===== src/rtl/pidc_pkg.sv =====
package pidc_pkg;

  localparam int FRAC_BITS   = 12;
  localparam int ERROR_WIDTH = 16;

  localparam int MODE_W   = 2;
  localparam int GAIN_W   = 24;
  localparam int IGAIN_W  = 23;
  localparam int LIMIT_W  = 31;
  localparam int DRIVE_W  = 32;

  localparam int CFG_ADDR_W = 3;
  localparam int CFG_DATA_W = LIMIT_W;

  localparam int IN_TDATA_W  = ((ERROR_WIDTH + 7) / 8) * 8;
  localparam int OUT_TDATA_W = ((DRIVE_W + 7) / 8) * 8;

  // product and accumulator widths
  localparam int DIFF_W  = ERROR_WIDTH + 1;
  localparam int P_W     = GAIN_W + ERROR_WIDTH;
  localparam int I_W     = IGAIN_W + 1 + ERROR_WIDTH;
  localparam int D_W     = GAIN_W + DIFF_W;
  localparam int INTEG_W = LIMIT_W + FRAC_BITS + 1;
  localparam int ACC_W   = ((INTEG_W > I_W) ? INTEG_W : I_W) + 1;
  localparam int SUM_W   = ((INTEG_W > D_W) ? INTEG_W : D_W) + 2;
  localparam int SHIFT_W = SUM_W - FRAC_BITS;
  localparam int CMP_W   = (SHIFT_W > DRIVE_W) ? SHIFT_W : DRIVE_W + 1;

  localparam logic [MODE_W-1:0] MODE_PID = 2'd0;
  localparam logic [MODE_W-1:0] MODE_PD  = 2'd1;
  localparam logic [MODE_W-1:0] MODE_PI  = 2'd2;

  localparam logic [CFG_ADDR_W-1:0] REG_MODE   = 3'd0;
  localparam logic [CFG_ADDR_W-1:0] REG_GAIN_P = 3'd1;
  localparam logic [CFG_ADDR_W-1:0] REG_GAIN_I = 3'd2;
  localparam logic [CFG_ADDR_W-1:0] REG_GAIN_D = 3'd3;
  localparam logic [CFG_ADDR_W-1:0] REG_OLIMIT = 3'd4;
  localparam logic [CFG_ADDR_W-1:0] REG_ILIMIT = 3'd5;

  localparam logic [LIMIT_W-1:0] LIMIT_RESET = {LIMIT_W{1'b1}};

  typedef struct packed {
    logic [MODE_W-1:0]  mode;
    logic [GAIN_W-1:0]  gain_p;
    logic [IGAIN_W-1:0] gain_i;
    logic [GAIN_W-1:0]  gain_d;
    logic [LIMIT_W-1:0] out_limit;
    logic [LIMIT_W-1:0] integral_limit;
  } cfg_t;

  typedef struct packed {
    logic use_i;
    logic use_d;
  } law_t;

endpackage


===== src/rtl/pid_controller_with_clamps_unit.sv =====
// pipeline: a word accepted on the input passes through these registers in order
// (input reg, product reg, integral reg, result reg)
// throughput: one word per cycle while out_tready does not stall; the integral loop is a single add and clamp
// stalls on out_tready back up stage by stage, empty stages still fill
// reset: synchronous active-low rst_n clears the pipeline, the integral and the
// previous error, and loads mode PID, zero gains and both limits at full scale
module pid_controller_with_clamps_unit
  import pidc_pkg::*;
(
  input  logic                   clk,
  input  logic                   rst_n,
  input  logic                   in_tvalid,
  output logic                   in_tready,
  input  logic [IN_TDATA_W-1:0]  in_tdata,   // error_sample
  output logic                   out_tvalid,
  input  logic                   out_tready,
  output logic [OUT_TDATA_W-1:0] out_tdata,  // drive
  output logic                   out_tuser,  // saturated
  input  logic                   cfg_we,
  input  logic [CFG_ADDR_W-1:0]  cfg_addr,
  input  logic [CFG_DATA_W-1:0]  cfg_wdata
);

  cfg_t                    cfg;
  logic                    fb_valid;
  logic                    fb_ready;
  logic signed [P_W-1:0]   p_prod;
  logic signed [I_W-1:0]   i_prod;
  logic signed [D_W-1:0]   d_prod;
  law_t                    law;
  logic                    io_valid;
  logic                    io_ready;
  logic signed [SUM_W-1:0] pd_term;
  logic signed [SUM_W-1:0] i_term;
  logic [DRIVE_W-1:0]      drive;

  pidc_regs u_regs (
    .clk       (clk),
    .rst_n     (rst_n),
    .cfg_we    (cfg_we),
    .cfg_addr  (cfg_addr),
    .cfg_wdata (cfg_wdata),
    .cfg       (cfg)
  );

  pidc_front u_front (
    .clk       (clk),
    .rst_n     (rst_n),
    .cfg       (cfg),
    .in_valid  (in_tvalid),
    .in_ready  (in_tready),
    .in_error  ($signed(in_tdata[ERROR_WIDTH-1:0])),
    .out_valid (fb_valid),
    .out_ready (fb_ready),
    .p_prod    (p_prod),
    .i_prod    (i_prod),
    .d_prod    (d_prod),
    .law       (law)
  );

  pidc_integ u_integ (
    .clk       (clk),
    .rst_n     (rst_n),
    .cfg       (cfg),
    .in_valid  (fb_valid),
    .in_ready  (fb_ready),
    .p_prod    (p_prod),
    .i_prod    (i_prod),
    .d_prod    (d_prod),
    .law       (law),
    .out_valid (io_valid),
    .out_ready (io_ready),
    .pd_term   (pd_term),
    .i_term    (i_term)
  );

  pidc_out u_out (
    .clk       (clk),
    .rst_n     (rst_n),
    .cfg       (cfg),
    .in_valid  (io_valid),
    .in_ready  (io_ready),
    .pd_term   (pd_term),
    .i_term    (i_term),
    .out_valid (out_tvalid),
    .out_ready (out_tready),
    .drive     (drive),
    .saturated (out_tuser)
  );

  assign out_tdata = OUT_TDATA_W'(drive);

endmodule


===== src/rtl/pidc_regs.sv =====
module pidc_regs
  import pidc_pkg::*;
(
  input  logic                  clk,
  input  logic                  rst_n,
  input  logic                  cfg_we,
  input  logic [CFG_ADDR_W-1:0] cfg_addr,
  input  logic [CFG_DATA_W-1:0] cfg_wdata,
  output cfg_t                  cfg
);

  cfg_t cfg_r;

  always_ff @(posedge clk) begin
    if (!rst_n) begin
      cfg_r.mode           <= MODE_PID;
      cfg_r.gain_p         <= '0;
      cfg_r.gain_i         <= '0;
      cfg_r.gain_d         <= '0;
      cfg_r.out_limit      <= LIMIT_RESET;
      cfg_r.integral_limit <= LIMIT_RESET;
    end else if (cfg_we) begin
      unique case (cfg_addr)
        REG_MODE:   cfg_r.mode           <= cfg_wdata[MODE_W-1:0];
        REG_GAIN_P: cfg_r.gain_p         <= cfg_wdata[GAIN_W-1:0];
        REG_GAIN_I: cfg_r.gain_i         <= cfg_wdata[IGAIN_W-1:0];
        REG_GAIN_D: cfg_r.gain_d         <= cfg_wdata[GAIN_W-1:0];
        REG_OLIMIT: cfg_r.out_limit      <= cfg_wdata[LIMIT_W-1:0];
        REG_ILIMIT: cfg_r.integral_limit <= cfg_wdata[LIMIT_W-1:0];
        default: ;
      endcase
    end
  end

  assign cfg = cfg_r;

endmodule


===== src/rtl/pidc_front.sv =====
module pidc_front
  import pidc_pkg::*;
(
  input  logic                          clk,
  input  logic                          rst_n,
  input  cfg_t                          cfg,
  input  logic                          in_valid,
  output logic                          in_ready,
  input  logic signed [ERROR_WIDTH-1:0] in_error,
  output logic                          out_valid,
  input  logic                          out_ready,
  output logic signed [P_W-1:0]         p_prod,
  output logic signed [I_W-1:0]         i_prod,
  output logic signed [D_W-1:0]         d_prod,
  output law_t                          law
);

  logic                          a_valid_r;
  logic signed [ERROR_WIDTH-1:0] e_r;
  logic signed [ERROR_WIDTH-1:0] prev_r;
  logic                          b_valid_r;
  logic signed [P_W-1:0]         p_prod_r;
  logic signed [I_W-1:0]         i_prod_r;
  logic signed [D_W-1:0]         d_prod_r;
  law_t                          law_r;

  logic                          a_ready;
  logic                          b_ready;
  logic signed [DIFF_W-1:0]      diff;
  logic signed [P_W-1:0]         p_prod_nxt;
  logic signed [I_W-1:0]         i_prod_nxt;
  logic signed [D_W-1:0]         d_prod_nxt;
  law_t                          law_nxt;

  assign b_ready = !b_valid_r || out_ready;
  assign a_ready = !a_valid_r || b_ready;

  always_comb begin
    law_nxt.use_i = (cfg.mode != MODE_PD);
    law_nxt.use_d = (cfg.mode != MODE_PI);
    diff       = DIFF_W'(e_r) - DIFF_W'(prev_r);
    p_prod_nxt = P_W'($signed(cfg.gain_p)) * P_W'(e_r);
    i_prod_nxt = I_W'($signed({1'b0, cfg.gain_i})) * I_W'(e_r);
    d_prod_nxt = D_W'($signed(cfg.gain_d)) * D_W'(diff);
  end

  always_ff @(posedge clk) begin
    if (!rst_n) begin
      a_valid_r <= 1'b0;
      b_valid_r <= 1'b0;
      prev_r    <= '0;
    end else begin
      if (a_ready) begin
        a_valid_r <= in_valid;
      end
      if (b_ready) begin
        b_valid_r <= a_valid_r;
      end
      // previous error only moves on when the difference term is in use
      if (a_valid_r && b_ready && law_nxt.use_d) begin
        prev_r <= e_r;
      end
    end
  end

  always_ff @(posedge clk) begin
    if (in_valid && a_ready) begin
      e_r <= in_error;
    end
    if (a_valid_r && b_ready) begin
      p_prod_r <= p_prod_nxt;
      i_prod_r <= i_prod_nxt;
      d_prod_r <= d_prod_nxt;
      law_r    <= law_nxt;
    end
  end

  assign in_ready  = a_ready;
  assign out_valid = b_valid_r;
  assign p_prod    = p_prod_r;
  assign i_prod    = i_prod_r;
  assign d_prod    = d_prod_r;
  assign law       = law_r;

endmodule


===== src/rtl/pidc_integ.sv =====
module pidc_integ
  import pidc_pkg::*;
(
  input  logic                    clk,
  input  logic                    rst_n,
  input  cfg_t                    cfg,
  input  logic                    in_valid,
  output logic                    in_ready,
  input  logic signed [P_W-1:0]   p_prod,
  input  logic signed [I_W-1:0]   i_prod,
  input  logic signed [D_W-1:0]   d_prod,
  input  law_t                    law,
  output logic                    out_valid,
  input  logic                    out_ready,
  output logic signed [SUM_W-1:0] pd_term,
  output logic signed [SUM_W-1:0] i_term
);

  logic                      c_valid_r;
  logic signed [INTEG_W-1:0] integ_r;
  logic signed [SUM_W-1:0]   pd_r;
  logic signed [SUM_W-1:0]   ival_r;

  logic                      c_ready;
  logic signed [ACC_W-1:0]   acc;
  logic signed [ACC_W-1:0]   lim;
  logic signed [ACC_W-1:0]   clamped;
  logic signed [INTEG_W-1:0] integ_nxt;
  logic signed [SUM_W-1:0]   pd_nxt;
  logic signed [SUM_W-1:0]   ival_nxt;

  assign c_ready = !c_valid_r || out_ready;

  always_comb begin
    acc = ACC_W'(integ_r) + ACC_W'(i_prod);
    lim = $signed(ACC_W'({cfg.integral_limit, FRAC_BITS'(0)}));
    // anti-windup clamp on the gain-scaled integral
    if (acc > lim) begin
      clamped = lim;
    end else if (acc < -lim) begin
      clamped = -lim;
    end else begin
      clamped = acc;
    end
    integ_nxt = INTEG_W'(clamped);
    ival_nxt  = law.use_i ? SUM_W'(integ_nxt) : '0;
    pd_nxt    = SUM_W'(p_prod) + (law.use_d ? SUM_W'(d_prod) : SUM_W'(0));
  end

  always_ff @(posedge clk) begin
    if (!rst_n) begin
      c_valid_r <= 1'b0;
      integ_r   <= '0;
    end else begin
      if (c_ready) begin
        c_valid_r <= in_valid;
      end
      if (in_valid && c_ready && law.use_i) begin
        integ_r <= integ_nxt;
      end
    end
  end

  always_ff @(posedge clk) begin
    if (in_valid && c_ready) begin
      pd_r   <= pd_nxt;
      ival_r <= ival_nxt;
    end
  end

  assign in_ready  = c_ready;
  assign out_valid = c_valid_r;
  assign pd_term   = pd_r;
  assign i_term    = ival_r;

endmodule


===== src/rtl/pidc_out.sv =====
module pidc_out
  import pidc_pkg::*;
(
  input  logic                    clk,
  input  logic                    rst_n,
  input  cfg_t                    cfg,
  input  logic                    in_valid,
  output logic                    in_ready,
  input  logic signed [SUM_W-1:0] pd_term,
  input  logic signed [SUM_W-1:0] i_term,
  output logic                    out_valid,
  input  logic                    out_ready,
  output logic [DRIVE_W-1:0]      drive,
  output logic                    saturated
);

  logic                      d_valid_r;
  logic [DRIVE_W-1:0]        drive_r;
  logic                      sat_r;

  logic                      d_ready;
  logic signed [SUM_W-1:0]   sum;
  logic signed [SHIFT_W-1:0] y;
  logic signed [CMP_W-1:0]   y_ext;
  logic signed [CMP_W-1:0]   lim;
  logic [DRIVE_W-1:0]        drive_nxt;
  logic                      sat_nxt;

  assign d_ready = !d_valid_r || out_ready;

  always_comb begin
    sum   = pd_term + i_term;
    // dropping the fraction bits rounds toward minus infinity
    y     = sum[SUM_W-1:FRAC_BITS];
    y_ext = CMP_W'(y);
    lim   = $signed(CMP_W'(cfg.out_limit));
    if (y_ext > lim) begin
      drive_nxt = DRIVE_W'(lim);
      sat_nxt   = 1'b1;
    end else if (y_ext < -lim) begin
      drive_nxt = DRIVE_W'(-lim);
      sat_nxt   = 1'b1;
    end else begin
      drive_nxt = DRIVE_W'(y_ext);
      sat_nxt   = 1'b0;
    end
  end

  always_ff @(posedge clk) begin
    if (!rst_n) begin
      d_valid_r <= 1'b0;
    end else if (d_ready) begin
      d_valid_r <= in_valid;
    end
  end

  always_ff @(posedge clk) begin
    if (in_valid && d_ready) begin
      drive_r <= drive_nxt;
      sat_r   <= sat_nxt;
    end
  end

  assign in_ready  = d_ready;
  assign out_valid = d_valid_r;
  assign drive     = drive_r;
  assign saturated = sat_r;

endmodule


===== config.mk =====
export PLATFORM = sky130hd
export DESIGN_NAME = pid_controller_with_clamps_unit
export DESIGN_NICKNAME = d
export VERILOG_FILES = /design/src/rtl/pidc_pkg.sv /design/src/rtl/pid_controller_with_clamps_unit.sv /design/src/rtl/pidc_regs.sv /design/src/rtl/pidc_front.sv /design/src/rtl/pidc_integ.sv /design/src/rtl/pidc_out.sv
export SDC_FILE = /design/constraint.sdc
export NUM_CORES = 2
export LEC_CHECK = 0
export ABC_AREA = 1
export BUFFER_PORTS_ARGS = -buffer_cell sky130_fd_sc_hd__buf_2
export CAP_MARGIN = 25
export CORE_AREA = 2 2 287 431
export DETAILED_ROUTE_END_ITERATION = 6
export DIE_AREA = 0 0 289 433
export PLACE_DENSITY = 0.73
export SETUP_SLACK_MARGIN = 0.3
export SYNTH_ARGS = -nofsm -noshare
export SYNTH_HDL_FRONTEND = slang
export SYNTH_SLANG_ARGS = --single-unit

===== constraint.sdc =====
create_clock -name clk -period 11.3 [get_ports clk]
set_clock_uncertainty 0.1 [all_clocks]
set_input_delay 0.565 -clock clk [delete_from_list [all_inputs] [get_ports clk]]
set_output_delay 0.565 -clock clk [all_outputs]
set_load 0.01 [all_outputs]

# Yosys cells after proc, flatten, opt, wreduce, memory -nomap -nowiden
# Cells that the tools add are included.
[totals]
reg_bits = 461
inputBits = 55
output_inout_bits = 35
wordCells = 70
[classes]
addsub = 6
multipliers = 3
magnitude_cmp = 4
eq_ne = 7
mux = 6
n_reduce_logical = 21
[ops]
columns = ["op", "n"]
rows = [
  ["2-to-1 mux 44 bit", 2],
  ["multiplier 24 x 16 -> 40 bit", 2],
  ["adder 40 x 46 -> 46 bit", 1],
  ["adder 46 x 44 -> 46 bit", 1],
  ["2-to-1 mux 46 bit", 1],
  ["adder 44 x 40 -> 45 bit", 1],
  ["> comparator 45 x 44 -> 1 bit", 1],
  ["less-than comparator 45 bit", 1],
  ["negation 43 -> 45 bit", 1],
  ["multiplier 24 x 17 -> 41 bit", 1],
  ["> comparator 34 x 32 -> 1 bit", 1],
  ["less-than comparator 34 bit", 1],
  ["negation 31 -> 34 bit", 1],
  ["2-to-1 mux 32 bit", 1],
  ["2-to-1 mux 31 bit", 1],
  ["subtractor 16 x 16 -> 17 bit", 1],
  ["AND reduction 2 bit", 6],
  ["== test 3 x 2 -> 1 bit, second input constant", 2],
  ["== test 3 bit, second input constant", 2],
  ["logical AND 1 bit", 6],
  ["zero test 1 bit", 4],
  ["logical OR 1 bit", 4],
  ["== test 3 x 1 -> 1 bit, second input constant", 1],
  ["zero test 3 bit", 1],
  ["3 further kinds", 3],
]

# Logic depth before layout (Yosys ltp)
[depth]
ltp_word = 6
ltp_mapped = 38

# Modules after synthesis
# Synthesis repeated with hierarchy kept, for this count alone.
[unflattened]
hier_cells = 10041
area_unflattened_um2 = 75353.5
[modules_own_cells]
columns = ["module", "instances", "cells_per_inst", "area_per_inst_um2"]
rows = [
  ["pidc_front", 1, 6177, 49277.3],
  ["pidc_integ", 1, 1916, 13427.9],
  ["pidc_out", 1, 1241, 7527.2],
  ["pidc_regs", 1, 707, 5121.2],
]

# Worst setup path before layout
# No wires, ideal clock.
[synth_timing]
path_type = "reg-to-reg"
start = "reg u_front.e_r[0]"
end = "reg u_front.d_prod_r[39] (netlist: u_front.d_prod[39]) (data pin)"
setup_time_ps = 262
arrival_time_ps = 7397
slack_ps = 3541
path_stages_with_launch = 37
path_buffers = 3
synth_period_minus_slack_ps = 7759
cell_sequence = "edfxtp_1 clkbuf_1 buf_1 inv_1 ha_1 fa_1 nand3b_1 nand2_1 nand2_1 a21oi_1 or2_2 or2_2 nand2_1 inv_1 clkbuf_1 nand2_1 fa_1 inv_1 fa_1 inv_1 fa_1 inv_1 fa_1 inv_1 fa_1 inv_1 fa_1 ha_1 nand2_1 nor2_1 inv_1 nor3_1 and3_1 a21oi_1 o21ai_0 a21oi_1 xor2_1"
[synth_between]
elab_chain_cells = 2
[synth_lines]
columns = ["item", "line_no", "source"]
rows = [
  ["start: declaration", "pidc_front.sv:19", "logic signed [ERROR_WIDTH-1:0] e_r;"],
  ["start signal: assignment", "pidc_front.sv:68", "e_r <= in_error;"],
  ["subtractor 16 x 16 -> 17 bit", "pidc_front.sv:41", "diff = DIFF_W'(e_r) - DIFF_W'(prev_r);"],
  ["multiplier 24 x 17 -> 41 bit", "pidc_front.sv:44", "d_prod_nxt = D_W'($signed(cfg.gain_d)) * D_W'(diff);"],
  ["via u_front.d_prod_nxt[39]", "pidc_front.sv:32", "logic signed [D_W-1:0] d_prod_nxt;"],
  ["end signal: assignment", "pidc_front.sv:73", "d_prod_r <= d_prod_nxt;"],
  ["end: declaration", "pidc_front.sv:24", "logic signed [D_W-1:0] d_prod_r;"],
]
# The timed path passes the listed nets, and every way through them passes these cells.
# A chain may end at the register's enable or synchronous reset.

# Final worst setup path
[layout_timing]
start = "reg u_front.e_r[1]"
end = "reg u_front.d_prod_r[39] (netlist: u_front.d_prod[39]) (data pin)"
# The elaborated chain is that of the path after synthesis.

==> run summary <==
total track usage - 0.418
die area - 125000 µm²
H-tree depth - 2
largest net degree at the start of global routing - 115
Final min period - 8630 ps
fin util - 0.626
Lkg Pwr - 38.5 nW
largest buffer count on any clock path - 3
failing checks - design-rule violations
status - complete, but fails checks
DR top layer - met5
placed inst area - 74000 µm²
detailed-route vias per instance - 5.78
net count after synthesis - 11100
average size of a mapped cell - 7.74 µm²
Critical Path Max Stage Delay - 720 ps
antenna-violating nets left - 0
initial antenna violation count - 28
Site Rows - 157
Buffers on Ports - 89
synthesized cell area - 72400 µm²
EDFF count, synth - 262
first-pass GRT wire length - 385 mm
CTS tree - built
Placer Congestion - 1.01
total negative slack - 0 ps
# fillers - 11000
kind of critical path - reg2reg
vias in the first global route - 65200
Clock Tree Root - clkbuf_16
Met1 Wirelength - 83.9 mm
Cells after DPL - 10800
synthesis-stage register bit count - 461
Starting Density - 0.596
pre-CTS WS - 2810 ps
Rel. slew slack - 0.145
Worst-Margin Slew - 1280 ps
# IOs - 90
Die X - 289 µm
nets - 11000
post-synth top area share - 0.296
layout cells sized above 1 - 0.0361
TritonRoute pass-1 iters - 7
Tot Pwr - 10.7 mW
Yosys cell types - 56
Critical Path RT - 11640 ps
chip height - 433 µm
Worst Hold Class - in2reg
register area - 11900 µm²
most common cell after layout, fill and taps aside - inv_1
fin crit share - 0.764
Skew-Pair Late Insertion Delay - 700 ps
final wirelength - 257 mm
maximum vdd drop - 0.000170 V
WHS - 29.7 ps
number of clock sinks - 461
final hold vios - 0
max cap viols - 0
yosys warns - 0
Worst-path clk slew - 60 ps
unrepaired setup endpoints after global routing - false
Detail Placement HPWL - 204 mm
Mapped Cells - 9352
fin cells - 10900
via count - 63000
count of pins over their slew limit - 0
Crit path top cell by count - nand2_1
area growth from synthesis to layout - 4.97%
drt wl/cell - 23.6 µm
# DRC - 10
met2 routed WL - 123 mm
core area - 121000 µm²
CP max stage cell - nand2_1
Startpoint Class - flop
main flop type after synthesis - edfxtp_1
Multi-input gate area - 51300 µm²
WP data arrival - 8970 ps
worst setup margin - 2670 ps
DR WL met3 - 21.4 mm
post-CTS sizing - 0
Highest Clock Rate - 0.116 GHz
grt ovf - 0
post-synthesis sequential area ratio - 0.164
1st-iter DRT viols - 4864
crit-path max FO - 49
Finished Cell Area - 76000 µm²
most frequent cells in the layout - 2089 x inv_1, 2086 x nand2_1, 1070 x fa_1
top cells by area, synth - fa_1 30%, edfxtp_1 11%, inv_1 11%
CTS Buf Count - 50
asr flop ratio synth - 0
leading area contributor after synthesis - fa_1
Cell Pwr Density - 140 nW/µm²
crit path capture type - flop
Final Setup Violations - 0
state kept, by name, indices dropped and copies added (netlist names), 2 cells and up:
| signal | flops |
|---|---|
| u_front.d_prod | 41 |
| u_front.e_r | 16 |
| u_front.i_prod | 40 |
| u_front.law | 2 |
| u_front.p_prod | 40 |
| u_front.prev_r | 16 |
| u_integ.i_term | 44 |
| u_integ.integ_r | 44 |
| u_integ.pd_term | 46 |
| u_out.drive | 32 |
| u_regs.cfg | 135 |
cells by family (layout without fill, tap and decap cells):
group	count (synthesis)	in the layout	share of synthesized area
simple gates	3450	3450	0.194
buf+inv	2437	2369	0.128
compound gates	1067	1067	0.0822
flops	461	461	0.164
other cells	0	24	0
fa+ha+maj	1678	1678	0.401
xor+xnor	259	259	0.0314
repair_timing:
action                    4_1_cts  5_1_grt
hold endpoints to repair       13        0
buffers inserted                0        0
hold buffers                   13        0
report_power, final:
group          total (mW)  switching (mW)  internal [mW]  leakage (nW)
registers            2.32           0.146           2.17          4.08
clock network        1.77           0.812          0.954         0.806
logic                6.59            4.50           2.09          33.7
Yosys cell counts (53+ instances only):
master       n
nand3_1    343
a21oi_1    488
edfxtp_1   262
nand4_1     66
dfxtp_1    199
ha_1       608
inv_1     2092
o211ai_1    73
nand2_1   2086
clkbuf_1   270
fa_1      1070
or2_2       53
o21ai_0    320
nor2_1     767
xnor2_1     81
nor3_1      56
xor2_1     177
final timing paths:
path                           from  slack, ps  depth (start not counted)            endpoint
setup / recovery     u_front.e_r[1]       2670                         34  u_front.d_prod[39]
hold / removal          in_tdata[2]         30                          1      u_front.e_r[2]
setup reg to reg     u_front.e_r[1]       2670                         34  u_front.d_prod[39]
hold reg to reg   u_front.prev_r[5]        370                          2   u_front.prev_r[5]
routing by layer:
metal,up-vias,GRT usage
met2,3119,0.693
li1,28400,-
met1,30300,0.436
met3,1174,0.0988
met4,25,0.384
met5,-,0.00635
critical path: cells and delay by family, from the launching register on:
kind / cells / cell delay [ps]
compound gates: 4 / 790
xor+xnor: 1 / 160
flops: 1 / 340
fa+ha+maj: 8 / 3500
simple gates: 15 / 2300
buf+inv: 6 / 1150
final cells by class:
cell class / instances / share of cell area
well taps: 1590 / 0.0262
repair buffers: 175 / 0.0155
clock inverters: 35 / 0.00519
inverters: 2101 / 0.104
multi-input cells: 6454 / 0.675
diodes: 24 / 0.000790
clock buffers: 58 / 0.0171
flip-flops and latches: 461 / 0.156
Power figures use the tool's default switching activity.
